===== config.mk =====
export PLATFORM = sky130hd
export DESIGN_NAME = odbm_ctrl
export DESIGN_NICKNAME = d
export VERILOG_FILES = /design/src/rtl/odbm_pkg.sv /design/src/rtl/odbm_ctrl.sv
export SDC_FILE = /design/constraint.sdc
export NUM_CORES = 1
export LEC_CHECK = 0
export BUFFER_PORTS_ARGS = -buffer_cell sky130_fd_sc_hd__buf_2
export CAP_MARGIN = 15
export CELL_PAD_IN_SITES_DETAIL_PLACEMENT = 2
export CELL_PAD_IN_SITES_GLOBAL_PLACEMENT = 2
export CORE_AREA = 3 3 40 42
export DETAILED_ROUTE_END_ITERATION = 8
export DIE_AREA = 0 0 43 45
export GPL_ROUTABILITY_DRIVEN = 0
export PLACE_DENSITY_LB_ADDON = 0.25
export SYNTH_ARGS = -nofsm -noshare
export SYNTH_HDL_FRONTEND = slang
export SYNTH_SLANG_ARGS = --single-unit

===== constraint.sdc =====
create_clock -name clk -period 1.2 [get_ports clk]
set_clock_uncertainty 0.15 [all_clocks]
set_input_delay 0.12 -clock clk [delete_from_list [all_inputs] [get_ports clk]]
set_output_delay 0.12 -clock clk [all_outputs]
set_load 0.02 [all_outputs]

===== src/rtl/odbm_pkg.sv =====
// Shared types and constants for the omni drive button mixer.
package odbm_pkg;

  localparam int NUM_WHEELS = 4;

  // Bit i set: the button's vector is +1 on wheel i, else -1.
  localparam logic [NUM_WHEELS-1:0] PAT_FORWARD      = 4'b1111;
  localparam logic [NUM_WHEELS-1:0] PAT_BACKWARD     = 4'b0000;
  localparam logic [NUM_WHEELS-1:0] PAT_STRAFE_LEFT  = 4'b0110;
  localparam logic [NUM_WHEELS-1:0] PAT_STRAFE_RIGHT = 4'b1001;
  localparam logic [NUM_WHEELS-1:0] PAT_TURN_RIGHT   = 4'b0101;
  localparam logic [NUM_WHEELS-1:0] PAT_TURN_LEFT    = 4'b1010;

  localparam logic [7:0]  SPEED_MAX      = 8'd255;
  localparam logic [7:0]  SPEED_RESET    = 8'd200;
  localparam logic [2:0]  MAP_LOW        = 3'd1;
  localparam logic [2:0]  MAP_HIGH       = 3'd4;
  localparam logic [3:0]  INVERT_RESET   = 4'd0;
  localparam logic [7:0]  STEP_RESET     = 8'd25;
  localparam logic [15:0] INTERVAL_RESET = 16'd200;
  localparam logic [7:0]  MIN_RESET      = 8'd50;

  // x / 3 == (x * 683) >> 11 for x < 2047
  localparam logic [10:0] RECIP3       = 11'd683;
  localparam int          RECIP3_SHIFT = 11;

  localparam int CFG_DATA_W = 16;

  typedef enum logic [2:0] {
    REG_MAP0,
    REG_MAP1,
    REG_MAP2,
    REG_MAP3,
    REG_INVERT,
    REG_STEP,
    REG_INTERVAL,
    REG_MIN_SPEED
  } cfg_reg_t;

  typedef enum logic [2:0] {
    ST_IDLE,
    ST_MIX,
    ST_PROD,
    ST_DIV,
    ST_DRIVE
  } ctl_state_t;

  typedef struct packed {
    logic [31:0] now_ms;
    logic        home;
    logic        plus;
    logic        minus;
    logic        forward;
    logic        backward;
    logic        strafe_left;
    logic        strafe_right;
    logic        turn_right;
    logic        turn_left;
  } in_beat_t;

  typedef struct packed {
    logic       reverse_motor1;
    logic       reverse_motor2;
    logic       reverse_motor3;
    logic       reverse_motor4;
    logic [7:0] duty_motor1;
    logic [7:0] duty_motor2;
    logic [7:0] duty_motor3;
    logic [7:0] duty_motor4;
    logic [7:0] speed_now;
  } out_beat_t;

  typedef struct packed {
    logic latch;
    logic mix;
    logic prod;
    logic div;
    logic drive;
  } ctl_cmd_t;

  typedef struct packed {
    logic out_busy;
  } dp_status_t;

  // Signed contribution of one button to one wheel: -1, 0 or +1.
  function automatic logic signed [2:0] button_term(input logic pressed, input logic pos);
    logic signed [2:0] t;
    t = 3'sd0;
    if (pressed) t = pos ? 3'sd1 : -3'sd1;
    return t;
  endfunction

endpackage


===== src/rtl/odbm_ctrl.sv =====
// Sequencer: steps one report through mix, product, divide and drive.
module odbm_ctrl
  import odbm_pkg::*;
(
  input  logic       clk,
  input  logic       rst_n,
  input  logic       in_valid,
  output logic       in_ready,
  input  dp_status_t status,
  output ctl_cmd_t   cmd
);

  ctl_state_t state_r, state_nxt;

  always_ff @(posedge clk) begin
    if (!rst_n) begin
      state_r <= ST_IDLE;
    end else begin
      state_r <= state_nxt;
    end
  end

  always_comb begin
    state_nxt = state_r;
    cmd       = '0;
    in_ready  = 1'b0;
    case (state_r)
      ST_IDLE: begin
        in_ready = 1'b1;
        if (in_valid) begin
          cmd.latch = 1'b1;
          state_nxt = ST_MIX;
        end
      end
      ST_MIX: begin
        cmd.mix   = 1'b1;
        state_nxt = ST_PROD;
      end
      ST_PROD: begin
        cmd.prod  = 1'b1;
        state_nxt = ST_DIV;
      end
      ST_DIV: begin
        cmd.div   = 1'b1;
        state_nxt = ST_DRIVE;
      end
      ST_DRIVE: begin
        // hold until the result register can take a new beat
        if (!status.out_busy) begin
          cmd.drive = 1'b1;
          state_nxt = ST_IDLE;
        end
      end
      default: begin
        state_nxt = ST_IDLE;
      end
    endcase
  end

endmodule


==> reports/metrics.yaml <==
sta:
  worst_pin_slew_ns: 0.177
  final_hold_viol_count: 0
  fin_crit_ns: 1.43
  max_freq_mhz: 697
  rsz0062_at_grt: "true"
  period_share: 1.19
  max_slew_margin: 0.881
  fin_ws_ns: -0.234
  maxSlewViolCount: 0
  hold-worst-slack_ns: 0.0134
  setup_viol: 7
setup_path:
  worstSetupEndpointType: "output pin"
  reg2reg_depth: 3
  crit_path_max_fanout: 2
  timing.rr.start: "state_r[2]$_SDFFE_PN0P_"
  arrival_ns: 1.16
  rrSetupSlack_ns: -0.03
  crit_required_ns: 0.93
  critPathSlowestCell: "or3b_4"
  max_stage_delay_ns: 0.39
  crit_chain: "or3b_4 -> nor2_4 -> buf_6"
  start_kind: "flip-flop"
  r2r_end: "state_r[2]$_SDFFE_PN0P_"
  critPathKind: "flip-flop to output pin"
place:
  numPortBuffers: 9
  dp.cells: 43
  dpl-instance-area_um2: 268
route:
  routed_via_density: 3.94
  drt_iter0_drc: 0
  dr.pass1.iters: 1
  wl_per_cell_um: 11.2
  wl_um: 550
  dr_total_vias: 193
  ant_nets: 0
  route.detailed.drc: 0
finish:
  final_util: 0.283
  largest_register_ffs: 3
  nets: 39
  final_common_cell: "buf_6"
  drive_gt1_frac: 0.853
  num_antenna_cells: 0
  final_cell_mix: "buf_6, buf_4, nor3b_2, clkbuf_4, buf_2"
  syn_to_final_growth_pct: 137
  top_regs: "state_r (3)"
  stdcell_count: 49
  fill_cells: 149
  design_area_um2: 364
  largest-register: "state_r"
clock_tree:
  cts_tree: "yes"
  clkSinkCount: 3
  cts.reportedPaths.clkPinSlew_ns: 0.04
  htreeDepth: 1
  cts_buffer_depth: 2
  hold_buffers: 0
  cts_buffers: 3
  root_buffer: "clkbuf_4"
  clkLatencyLatePin_ns: 0.23
synthesis:
  synth_cell_types: 11
  synth_xor_area_frac: 0.0569
  synth_mux_area_frac: 0
  synthAdderAreaFrac: 0
  synth-simple-area-share: 0.423
  syn_area_um2: 154
  syn_inst: 16
  yosys_warnings: 0
  ys_seq_elements: 3
  seq_area_frac_synth: 0.390
  avgSynthCellArea_um2: 9.62
  synth_compound_area_frac: 0.130
  synth_top_family_by_area: "simple AND/OR/NAND/NOR gates"
  syn-num-nets: 20
flow_run:
  drv_cap: 0
die:
  start_util: 0.120
  num_rows: 13
  io_pins: 10
  dieArea_um2: 1940
  die_w_um: 43
  die_height_um: 45
  core_area_um2: 1280
global_route:
  antenna_found_initial: 0
  grt_pass1_vias: 191
  grt_overflow: 0
  grt_start_max_net_pins: 7
  track_usage: 0.0691
  grt_pass1_wl_um: 931
power:
  power_density_nw_per_um2: 1260
  p_seq_frac: 0.252
  p_sw_frac: 0.293
  p_int_w: 0.000324
  clock_power_share: 0.380
  p_switching_w: 0.000134
  ir_worst_vdd_mv: 0.422
  leakage_nw: 0.160
  combPwrFrac: 0.368
status:
  status: "complete, but fails checks"
  violations: "negative setup slack"
hold_path:
  hold_path.class: "primary input to flip-flop"
  hold_end: "state_r[2]$_SDFFE_PN0P_"
  hold_depth: 2
  hold_start: "rst_n"
power groups by stage:
| stage | Combinational (W) | Clock, W | Sequential [W] |
|---|---|---|---|
| after floorplan | 0.0000639 | 0 | 0.000127 |
| after global routing | 0.000182 | 0.000196 | 0.000117 |
| after detailed placement | 0.000124 | 0 | 0.000115 |
| after global placement | 0.000123 | 0 | 0.000116 |
| final | 0.000168 | 0.000174 | 0.000115 |
| after CTS | 0.000167 | 0.000184 | 0.000115 |
timing repair:
item,CTS,global route
pin swaps,4,1
setup endpoints to repair,6,7
resized for setup,15,1
setup buffers,1,1
endpoints found under the hold margin,0,0
through the flow:
stage / setup WS, ns / total power, W / setup TNS, ns
after floorplan: -0.00338 / 0.000191 / -0.00338
after global placement: -0.0397 / 0.000238 / -0.0397
after detailed placement: -0.0519 / 0.000239 / -0.0519
after CTS: -0.258 / 0.000466 / -0.987
after global routing: -0.276 / 0.000495 / -1.24
final: -0.234 / 0.000458 / -0.931
layer usage:
| layer | global-route usage | up-vias | part of all wire |
|---|---|---|---|
| met5 | 0 | - | 0 |
| met1 | 0.0988 | 88 | 0.45 |
| met3 | 0.0478 | 0 | 0.10 |
| met4 | 0.0181 | 0 | 0 |
| met2 | 0.0808 | 10 | 0.45 |
| li1 | - | 95 | - |
worst max path at each step:
stage | slack, ns | to | start | cells past startpoint
after floorplan | -0.003 | cmd[0] | state_r[2]$_SDFFE_PN0P_ | 2
after global routing | -0.28 | cmd[0] | state_r[2]$_SDFFE_PN0P_ | 3
after CTS | -0.26 | cmd[0] | state_r[2]$_SDFFE_PN0P_ | 3
after global placement | -0.04 | cmd[0] | state_r[2]$_SDFFE_PN0P_ | 3
final | -0.23 | cmd[0] | state_r[2]$_SDFFE_PN0P_ | 3
after detailed placement | -0.05 | cmd[0] | state_r[2]$_SDFFE_PN0P_ | 3
cells in the mapped netlist (all sizes together):
library cell / instances / area, um^2
dfxtp: 3 / 60.1
nor3b: 3 / 22.5
nor3: 2 / 10.0
and2: 1 / 6.26
and3b: 1 / 10.0
nand2: 1 / 3.75
nor2: 1 / 3.75
o21ai: 1 / 5.00
o2bb2ai: 1 / 15.0
or3b: 1 / 8.76
xnor2: 1 / 8.76
final cells by class:
cell class	instances	area [um^2]	share of cell area
clock buffer	4	26.3	0.0722
multi-input combinational	13	133	0.364
sequential	3	66.3	0.182
tap	15	18.8	0.0515
timing repair buffer	14	120	0.330
critical path, delay by kind of cell (launching register included):
family                 cells  cell delay (ns)
buffers and inverters      1             0.12
flip-flops                 1             0.33
AND/OR/NAND/NOR            2             0.48
kinds of logic after synthesis:
logic type	count (synthesis)
compound gates	2
xor+xnor	1
flops	3
simple gates	10
No activity file was read; power rests on OpenSTA's default activity.
