### config.mk
export PLATFORM = sky130hd
export DESIGN_NAME = odbm_datapath
export DESIGN_NICKNAME = d
export VERILOG_FILES = /design/src/rtl/odbm_pkg.sv /design/src/rtl/odbm_datapath.sv
export SDC_FILE = /design/constraint.sdc
export NUM_CORES = 1
export LEC_CHECK = 0
export BUFFER_PORTS_ARGS = -buffer_cell sky130_fd_sc_hd__buf_2
export CAP_MARGIN = 25
export CORE_ASPECT_RATIO = 1.4
export CORE_MARGIN = 2
export CORE_UTILIZATION = 42
export CTS_CLUSTER_DIAMETER = 60
export DETAILED_ROUTE_END_ITERATION = 8
export PLACE_DENSITY = 0.68
export SKIP_CTS_REPAIR_TIMING = 1
export SYNTH_ARGS = -nofsm -noshare
export SYNTH_HDL_FRONTEND = slang
export SYNTH_SLANG_ARGS = --single-unit
### constraint.sdc
create_clock -name clk -period 5.2 [get_ports clk]
set_clock_uncertainty 0.1 [all_clocks]
set_input_delay 1.04 -clock clk [delete_from_list [all_inputs] [get_ports clk]]
set_output_delay 1.04 -clock clk [all_outputs]
set_load 0.005 [all_outputs]
### src/rtl/odbm_pkg.sv
// Shared types and constants for the omni drive button mixer.
package odbm_pkg;

  localparam int NUM_WHEELS = 4;

  // Bit i set: the button's vector is +1 on wheel i, else -1.
  localparam logic [NUM_WHEELS-1:0] PAT_FORWARD      = 4'b1111;
  localparam logic [NUM_WHEELS-1:0] PAT_BACKWARD     = 4'b0000;
  localparam logic [NUM_WHEELS-1:0] PAT_STRAFE_LEFT  = 4'b0110;
  localparam logic [NUM_WHEELS-1:0] PAT_STRAFE_RIGHT = 4'b1001;
  localparam logic [NUM_WHEELS-1:0] PAT_TURN_RIGHT   = 4'b0101;
  localparam logic [NUM_WHEELS-1:0] PAT_TURN_LEFT    = 4'b1010;

  localparam logic [7:0]  SPEED_MAX      = 8'd255;
  localparam logic [7:0]  SPEED_RESET    = 8'd200;
  localparam logic [2:0]  MAP_LOW        = 3'd1;
  localparam logic [2:0]  MAP_HIGH       = 3'd4;
  localparam logic [3:0]  INVERT_RESET   = 4'd0;
  localparam logic [7:0]  STEP_RESET     = 8'd25;
  localparam logic [15:0] INTERVAL_RESET = 16'd200;
  localparam logic [7:0]  MIN_RESET      = 8'd50;

  // x / 3 == (x * 683) >> 11 for x < 2047
  localparam logic [10:0] RECIP3       = 11'd683;
  localparam int          RECIP3_SHIFT = 11;

  localparam int CFG_DATA_W = 16;

  typedef enum logic [2:0] {
    REG_MAP0,
    REG_MAP1,
    REG_MAP2,
    REG_MAP3,
    REG_INVERT,
    REG_STEP,
    REG_INTERVAL,
    REG_MIN_SPEED
  } cfg_reg_t;

  typedef enum logic [2:0] {
    ST_IDLE,
    ST_MIX,
    ST_PROD,
    ST_DIV,
    ST_DRIVE
  } ctl_state_t;

  typedef struct packed {
    logic [31:0] now_ms;
    logic        home;
    logic        plus;
    logic        minus;
    logic        forward;
    logic        backward;
    logic        strafe_left;
    logic        strafe_right;
    logic        turn_right;
    logic        turn_left;
  } in_beat_t;

  typedef struct packed {
    logic       reverse_motor1;
    logic       reverse_motor2;
    logic       reverse_motor3;
    logic       reverse_motor4;
    logic [7:0] duty_motor1;
    logic [7:0] duty_motor2;
    logic [7:0] duty_motor3;
    logic [7:0] duty_motor4;
    logic [7:0] speed_now;
  } out_beat_t;

  typedef struct packed {
    logic latch;
    logic mix;
    logic prod;
    logic div;
    logic drive;
  } ctl_cmd_t;

  typedef struct packed {
    logic out_busy;
  } dp_status_t;

  // Signed contribution of one button to one wheel: -1, 0 or +1.
  function automatic logic signed [2:0] button_term(input logic pressed, input logic pos);
    logic signed [2:0] t;
    t = 3'sd0;
    if (pressed) t = pos ? 3'sd1 : -3'sd1;
    return t;
  endfunction

endpackage

### src/rtl/odbm_datapath.sv
// Datapath: settings, speed state, wheel mixing, scaling and motor encoding.
module odbm_datapath
  import odbm_pkg::*;
(
  input  logic                  clk,
  input  logic                  rst_n,
  input  logic                  cfg_we,
  input  logic [2:0]            cfg_index,
  input  logic [CFG_DATA_W-1:0] cfg_wdata,
  input  in_beat_t              in_data,
  input  ctl_cmd_t              cmd,
  output dp_status_t            status,
  output logic                  out_valid,
  input  logic                  out_ready,
  output out_beat_t             out_data
);

  // settings
  logic [2:0]  map_r [NUM_WHEELS];
  logic [3:0]  invert_r;
  logic [7:0]  step_r;
  logic [15:0] interval_r;
  logic [7:0]  min_speed_r;

  // persistent state
  logic [7:0]  speed_r;
  logic [31:0] last_r;
  logic        rev_r  [NUM_WHEELS];
  logic [7:0]  duty_r [NUM_WHEELS];
  logic        out_valid_r;
  out_beat_t   out_r;

  // per-report working registers
  in_beat_t    in_r;
  logic        neg_r  [NUM_WHEELS];
  logic [1:0]  abs_r  [NUM_WHEELS];
  logic [1:0]  mx_r;
  logic [9:0]  prod_r [NUM_WHEELS];
  logic [7:0]  mag_r  [NUM_WHEELS];

  // ---------------- mix stage ----------------
  logic [31:0]       elapsed;
  logic              may_change;
  logic [8:0]        up_sum;
  logic [8:0]        down_diff;
  logic [7:0]        speed_nxt;
  logic signed [2:0] wsum [NUM_WHEELS];
  logic              neg_nxt [NUM_WHEELS];
  logic [1:0]        abs_nxt [NUM_WHEELS];
  logic [1:0]        mx_nxt;

  assign elapsed    = in_r.now_ms - last_r;
  assign may_change = !in_r.home && (elapsed > {16'd0, interval_r}) &&
                      (in_r.plus || in_r.minus);
  assign up_sum     = {1'b0, speed_r} + {1'b0, step_r};
  assign down_diff  = {1'b0, speed_r} - {1'b0, step_r};

  always_comb begin
    if (in_r.plus) begin
      speed_nxt = up_sum[8] ? SPEED_MAX : up_sum[7:0];
    end else if (down_diff[8] || (down_diff[7:0] < min_speed_r)) begin
      speed_nxt = min_speed_r;
    end else begin
      speed_nxt = down_diff[7:0];
    end
  end

  always_comb begin
    mx_nxt = 2'd0;
    for (int w = 0; w < NUM_WHEELS; w++) begin
      wsum[w] = button_term(in_r.forward, PAT_FORWARD[w]) +
                button_term(in_r.backward, PAT_BACKWARD[w]) +
                button_term(in_r.strafe_left, PAT_STRAFE_LEFT[w]) +
                button_term(in_r.strafe_right, PAT_STRAFE_RIGHT[w]) +
                button_term(in_r.turn_right, PAT_TURN_RIGHT[w]) +
                button_term(in_r.turn_left, PAT_TURN_LEFT[w]);
      neg_nxt[w] = wsum[w][2];
      abs_nxt[w] = wsum[w][2] ? 2'(-wsum[w]) : wsum[w][1:0];
      // home forces every wheel to zero
      if (in_r.home) begin
        neg_nxt[w] = 1'b0;
        abs_nxt[w] = 2'd0;
      end
      if (abs_nxt[w] > mx_nxt) mx_nxt = abs_nxt[w];
    end
  end

  // ---------------- divide stage ----------------
  logic [20:0] third [NUM_WHEELS];
  logic [7:0]  mag_nxt [NUM_WHEELS];

  always_comb begin
    for (int w = 0; w < NUM_WHEELS; w++) begin
      third[w] = {11'd0, prod_r[w]} * {10'd0, RECIP3};
      case (mx_r)
        2'd1:    mag_nxt[w] = prod_r[w][7:0];
        2'd2:    mag_nxt[w] = prod_r[w][8:1];
        2'd3:    mag_nxt[w] = third[w][RECIP3_SHIFT +: 8];
        default: mag_nxt[w] = 8'd0;
      endcase
    end
  end

  // ---------------- drive stage ----------------
  logic       rev_nxt  [NUM_WHEELS];
  logic [7:0] duty_nxt [NUM_WHEELS];
  logic       cmd_neg;
  logic [1:0] phys;

  always_comb begin
    cmd_neg = 1'b0;
    phys    = 2'd0;
    for (int p = 0; p < NUM_WHEELS; p++) begin
      rev_nxt[p]  = rev_r[p];
      duty_nxt[p] = duty_r[p];
    end
    // later wheels override earlier ones on a shared motor
    for (int w = 0; w < NUM_WHEELS; w++) begin
      if (map_r[w] inside {[MAP_LOW:MAP_HIGH]}) begin
        phys    = 2'(map_r[w] - MAP_LOW);
        cmd_neg = neg_r[w] ^ invert_r[w];
        if (mag_r[w] == 8'd0) begin
          rev_nxt[phys]  = 1'b0;
          duty_nxt[phys] = 8'd0;
        end else if (cmd_neg) begin
          rev_nxt[phys]  = 1'b1;
          duty_nxt[phys] = SPEED_MAX - mag_r[w];
        end else begin
          rev_nxt[phys]  = 1'b0;
          duty_nxt[phys] = mag_r[w];
        end
      end
    end
  end

  // ---------------- control and state registers ----------------
  always_ff @(posedge clk) begin
    if (!rst_n) begin
      for (int w = 0; w < NUM_WHEELS; w++) begin
        map_r[w]  <= 3'(w + 1);
        rev_r[w]  <= 1'b0;
        duty_r[w] <= 8'd0;
      end
      invert_r    <= INVERT_RESET;
      step_r      <= STEP_RESET;
      interval_r  <= INTERVAL_RESET;
      min_speed_r <= MIN_RESET;
      speed_r     <= SPEED_RESET;
      last_r      <= 32'd0;
      out_valid_r <= 1'b0;
    end else begin
      if (cfg_we) begin
        case (cfg_reg_t'(cfg_index))
          REG_MAP0, REG_MAP1, REG_MAP2, REG_MAP3: map_r[cfg_index[1:0]] <= cfg_wdata[2:0];
          REG_INVERT:    invert_r    <= cfg_wdata[3:0];
          REG_STEP:      step_r      <= cfg_wdata[7:0];
          REG_INTERVAL:  interval_r  <= cfg_wdata[15:0];
          REG_MIN_SPEED: min_speed_r <= cfg_wdata[7:0];
          default: ;
        endcase
      end
      if (cmd.mix && may_change) begin
        speed_r <= speed_nxt;
        last_r  <= in_r.now_ms;
      end
      if (cmd.drive) begin
        for (int p = 0; p < NUM_WHEELS; p++) begin
          rev_r[p]  <= rev_nxt[p];
          duty_r[p] <= duty_nxt[p];
        end
        out_valid_r <= 1'b1;
      end else if (out_ready) begin
        out_valid_r <= 1'b0;
      end
    end
  end

  // ---------------- payload registers ----------------
  always_ff @(posedge clk) begin
    if (cmd.latch) in_r <= in_data;
    if (cmd.mix) begin
      for (int w = 0; w < NUM_WHEELS; w++) begin
        neg_r[w] <= neg_nxt[w];
        abs_r[w] <= abs_nxt[w];
      end
      mx_r <= mx_nxt;
    end
    if (cmd.prod) begin
      for (int w = 0; w < NUM_WHEELS; w++) begin
        prod_r[w] <= {2'd0, speed_r} * {8'd0, abs_r[w]};
      end
    end
    if (cmd.div) begin
      for (int w = 0; w < NUM_WHEELS; w++) begin
        mag_r[w] <= mag_nxt[w];
      end
    end
    if (cmd.drive) begin
      out_r.reverse_motor1 <= rev_nxt[0];
      out_r.reverse_motor2 <= rev_nxt[1];
      out_r.reverse_motor3 <= rev_nxt[2];
      out_r.reverse_motor4 <= rev_nxt[3];
      out_r.duty_motor1    <= duty_nxt[0];
      out_r.duty_motor2    <= duty_nxt[1];
      out_r.duty_motor3    <= duty_nxt[2];
      out_r.duty_motor4    <= duty_nxt[3];
      out_r.speed_now      <= speed_r;
    end
  end

  assign status.out_busy = out_valid_r && !out_ready;
  assign out_valid       = out_valid_r;
  assign out_data        = out_r;

endmodule

==> impl_metrics.toml, run 1 <==
[run_status]
status = "finished, final reports clean"

[clock_network]
cts_made_buffers = 34
cts_max_path_buffers = 3
cts_sinks = 289
path_clk_slew_ps = 60
clock-root-buffer = "clkbuf_16"
clk_latency_ps = 560
cts_tree = "built"
cts_htree_levels = 2

[placement]
hpwl_mm = 48.8
io_buffers = 114
dp_slack_ps = -91.5
placed_cell_area_um2 = 25400
globalplace.congestion = 0.950

[yosys]
synth_edf_count = 209
syn_nets = 2945
synth_area_um2 = 23600
yosys.area.top_type = "edfxtp_1"
postSynth.asyncResetShare_pct = 0
yosysSeqAreaShare_pct = 33.4
ys_warn_count = 0
synth_area_per_cell_um2 = 9.66
netlist_instances = 2444
netlist.area_leader.share_pct = 26.6
synthTopCellsByArea = "edfxtp_1 27%, ha_1 18%, fa_1 8.6%"
synth_cell_type_count = 79
synth-seq-cells = 289
ys.flop_type = "edfxtp_1"

[grt]
overflow = 0
gr-usage-all-layers_pct = 20.9
grt_pass1_wl_mm = 96.6
busiest_layer = "met2"
grt_max_degree = 51
grt.met3_usage_pct = 2.55
grtUsageMet1_pct = 22.0
grt_antenna_before_repair = 1
grt_pass1_vias = 19000
met2_usage_pct = 40.5

[setup_path]
cp_cell_sequence = "buf_4 > ha_1 > ha_1 > fa_1 > inv_1 > fa_1 > fa_1 > inv_1 > ha_1 > o21a_1 > nor2_1 > a21oi_1 > a31oi_1 > buf_4 > o21bai_1 > a2111o_1 > a31o_2 > xnor2_1 > o21ai_1"
path_class = "flop to flop"
start_kind = "flop"
path_delay_family = "adder cells"
path_max_fanout = 3
slowest_delay_ps = 550
timing.critical_path.buf_inv = 4
cpMaxStageDelayCell = "fa_1"
crit_arrival_ps = 5230
worstPathRequired_ps = 5370
end_kind = "flop"

[routing]
routed_via_density = 5.46
ant_nets = 0
route.vias.total = 18400
finalWirelength_mm = 61.5
firstDrtPassIters = 5
wl_per_cell_um = 18.2
initialDrtViolationCount = 1012
drc = 0

[power_and_ir_drop]
power_density_nw_per_um2 = 553
p_leak_nw = 11.7
irDropWorstVdd_v = 0.000274

[final_layout]
layout.nets = 3119
area_growth_pct = 13.9
final_common_cell = "ha_1"
final_area_um2 = 26900
diodes = 0
layout_common_cells = "319 x ha_1, 305 x inv_1, 227 x a21oi_1"
post_route_cells_drive_above_1_share_pct = 13.2

[sta]
setup_violations = 0
fmax_mhz = 197
finalCritPeriodShare_pct = 97.4
slew_violations = 0
fin_ws_ps = 135
period_minus_slack_ps = 5070
worst_slew_pin_slew_ps = 1030
hold_viol = 0
slew-limit-headroom_pct = 31.3

[die]
die_area_um2 = 58200
die_h_um = 285
row_count = 102
ios = 115
fp.coreArea_um2 = 55400
initial_utilization_pct = 42.6
die_x_um = 204

[worst_hold_path]
min_path_type = "flop to flop"

[flow_run]
drv_cap = 0
## through the flow
step | TNS, ps | power [mW] | std cells | hold WS [ps] | utilization [%]
after floorplan | 0 | 9.18 | 2444 | 336 | -
after global placement | 0 | 11.6 | 3293 | 346 | 45.8
after detailed placement | -163 | 11.9 | 3293 | 347 | 45.8
after CTS | -190 | 14.3 | 3353 | 354 | 47.8
after global routing | -620 | 16.1 | 3370 | 390 | 48.5
final | 0 | 14.9 | 3370 | 355 | 48.5
## worst paths after layout
check / from / endpoint / slack [ps] / cells after the start
max: prod_r[3][6] / mag_r[3][6] / 130 / 19
min: min_speed_r[2] / min_speed_r[2] / 360 / 2
max reg2reg: prod_r[3][6] / mag_r[3][6] / 130 / 19
min reg2reg: min_speed_r[2] / min_speed_r[2] / 360 / 2
## cells in the mapped netlist (33+ instances only)
cell,count
and2_1,33
nand3_1,42
nand2_1,153
xnor2_1,100
o21ai_0,97
ha_1,331
a21oi_1,232
a211oi_1,35
edfxtp_1,209
fa_1,101
mux2i_1,46
xor2_1,38
nor2_1,187
inv_1,308
nor2b_1,48
nor3_1,34
clkbuf_1,47
dfxtp_1,80
## sequential cells by signal, summed over array words and instances (netlist names)
signal and count:
out_valid 1, last_r 32, abs_r 4, in_r 41
mx_r 2, rev_r 4, neg_r 4, mag_r 32
map_r 12, step_r 8, min_speed_r 8, out_data 44
duty_r 32, prod_r 37, speed_r 8, interval_r 16
invert_r 4
## worst reg2reg max path, cell delays in order (launching register included)
cell      delay, ps
edfxtp_1        410
buf_4           170
ha_1            290
ha_1            340
fa_1            550
inv_1            50
fa_1            470
fa_1            550
inv_1            40
ha_1            270
o21a_1          180
nor2_1           80
a21oi_1          60
a31oi_1         190
buf_4           150
o21bai_1         80
a2111o_1        400
a31o_2          220
xnor2_1         150
o21ai_1          70
## layout make-up
class	instances	area, um2
clock inverter	15	188
fill	5150	28500
clock buffer	45	912
timing repair buffer	214	1370
sequential	289	7880
tap	728	911
inverter	309	1160
multi-input combinational	1770	14500
## where the power goes
part	leakage [nW]	internal (mW)	switching, mW
combinational	8.42	4.09	5.15
clock	0.519	1.40	0.968
sequential	2.77	2.96	0.298
## metal layers
metal  vias to the layer above  share of wire [%]
met2                       542                 54
met4                         2                4.7
met5                         -              0.016
li1                       8865                  -
met1                      8819                 37
met3                       167                4.6
## logic make-up after synthesis
logic type,share of synthesized area (%)
simple gates,12.3
compound gates,14.3
fa+ha+maj,26.1
buf+inv,6.48
flops,33.4
xor+xnor,5.12
mux,2.28
Note: power is estimated with default switching activity, not from simulation.
==> inputs of run 2 (changes only) <==
--- a/config.mk
+++ b/config.mk
@@ -8,7 +8,6 @@
 export BUFFER_PORTS_ARGS = -buffer_cell sky130_fd_sc_hd__buf_2
 export CAP_MARGIN = 25
 export CORE_ASPECT_RATIO = 1.4
-export CORE_MARGIN = 2
 export CORE_UTILIZATION = 42
 export CTS_CLUSTER_DIAMETER = 60
 export DETAILED_ROUTE_END_ITERATION = 8
==> impl_metrics.toml, run 2 (synthesis results as in run 1) <==
[setup_path]
rrSetupSlack_ps = 180
startpoint = "prod_r[2][0]"
rr_startpoint = "prod_r[2][0]"
start_kind = "flop"
end_kind = "flop"
crit_arrival_ps = 5190
worstPathRequired_ps = 5370
path_max_fanout = 5
regToRegEndpoint = "mag_r[3][6]"
ff2ff_path_depth = 18
path_class = "flop to flop"
cp-endpoint = "mag_r[3][6]"

[sta]
period_minus_slack_ps = 5020
fin_ws_ps = 183
worst_slew_pin_slew_ps = 1050
holdWs_ps = 358
finalCritPeriodShare_pct = 96.5
setup_violations = 0
tns_ps = 0
hold_viol = 0
slew_violations = 0
slew-limit-headroom_pct = 29.9
fmax_mhz = 199

[power_and_ir_drop]
power.internal_mw = 8.34
netSwitchingFraction_pct = 43.2
power_frac_seq_pct = 21.9
power_density_nw_per_um2 = 543
p_leak_nw = 11.8
power.switching_mw = 6.34
combPwrFrac_pct = 61.3
clkPwrFrac_pct = 16.7
irDropWorstVdd_v = 0.000306
total_power_mw = 14.7

[clock_network]
clk_latency_ps = 570
path_clk_slew_ps = 60
cts_made_buffers = 36
clock-root-buffer = "clkbuf_16"
cts_htree_levels = 2
cts_max_path_buffers = 3
cts_tree = "built"
cts_sinks = 289

[final_layout]
regArea_um2 = 7880
post_route_cells_drive_above_1_share_pct = 13.5
multi_input_area_um2 = 14600
layout.nets = 3120
final_area_um2 = 27100
area_growth_pct = 14.6
final_common_cell = "ha_1"
n_fill_cell = 5158
diodes = 0
largest_reg_flops = 44
layout_common_cells = "311 x ha_1, 307 x inv_1, 229 x a21oi_1"

[grt]
grt_max_degree = 56
overflow = 0
grt_antenna_before_repair = 1
gr-usage-all-layers_pct = 21.5
grt_pass1_vias = 18900
grt_pass1_wl_mm = 96.7

[routing]
ant_nets = 0
finalWirelength_mm = 61.4
routed_via_density = 5.41
route.vias.total = 18200
initialDrtViolationCount = 818
firstDrtPassIters = 7
drc = 0
wl_per_cell_um = 18.2

[die]
initial_utilization_pct = 42.6
ios = 115
die_area_um2 = 57200
fp.coreArea_um2 = 55400
die_h_um = 283
die_x_um = 202
row_count = 102

[placement]
placed_cell_area_um2 = 25400
io_buffers = 114
hpwl_mm = 49.2
dp_slack_ps = -159
globalplace.congestion = 0.940

[run_status]
status = "finished, final reports clean"

[flow_run]
drv_cap = 0

[worst_hold_path]
min_path_type = "flop to flop"
==> run 2: changes by cell type in the layout (fill, tap and decap cells not counted), moves of 3 or more <==
cell      before  now
ha_1         319  311
ha_4          12   19
o21ai_0       92   96
clkinv_2       0    3
o21ai_1       31   28
==> run 2: worst min path at each step <==
stage / startpoint / endpoint / slack, ps / depth (start not counted)
2_1_floorplan: interval_r[10] / interval_r[10] / 340 / 2
6_report: min_speed_r[2] / min_speed_r[2] / 360 / 2
3_5_place_dp: interval_r[5] / interval_r[5] / 350 / 2
4_1_cts: min_speed_r[2] / min_speed_r[2] / 360 / 2
5_1_grt: interval_r[12] / interval_r[12] / 380 / 2
3_3_place_gp: min_speed_r[2] / min_speed_r[2] / 350 / 2
==> run 2: area by class of cell <==
cell class                      count  share of cell area, %
Multi-Input combinational cell   1770                   53.8
Sequential cell                   289                   29.1
Timing Repair Buffer              213                   5.09
Inverter                          309                   4.29
Clock buffer                       47                   3.63
Tap cell                          728                   3.37
Clock inverter                     18                  0.661
==> run 2: per-stage QoR <==
step | utilization [%] | instances
final | 48.8 | 3374
after floorplan | - | 2444
after CTS | 47.9 | 3354
after global routing | 48.8 | 3374
after global placement | 45.8 | 3288
after detailed placement | 45.8 | 3289
==> run 2: power groups by stage <==
| stage | Combinational, mW | Clock (mW) | Sequential [mW] |
|---|---|---|---|
| detailed placement | 8.45 | 0 | 3.26 |
| floorplan | 5.98 | 0 | 3.19 |
| CTS | 8.53 | 2.51 | 3.22 |
| finish | 9.00 | 2.46 | 3.22 |
| global placement | 8.18 | 0 | 3.25 |
| global route | 10.1 | 2.59 | 3.25 |
==> run 2: per-layer routing <==
layer / track usage [%] / wire length [um] / up-vias
met5: 0 / 12 / -
met1: 22.7 / 22900 / 8717
met3: 2.59 / 2460 / 184
met4: 12.4 / 3490 / 2
met2: 40.7 / 32500 / 472
li1: - / - / 8867
==> run 2: worst max-delay path, stage by stage, from the launching register on <==
cell      delay (ps)
edfxtp_1         400
buf_6            170
ha_1             320
ha_1             320
fa_1             500
inv_1             60
fa_1             450
fa_1             530
inv_1             50
ha_1             280
o21a_1           180
nor2_1            80
a21oi_1           80
a31oi_2          250
o21bai_2         120
a2111o_1         390
a31o_2           250
xnor2_1          120
o21ai_0           90
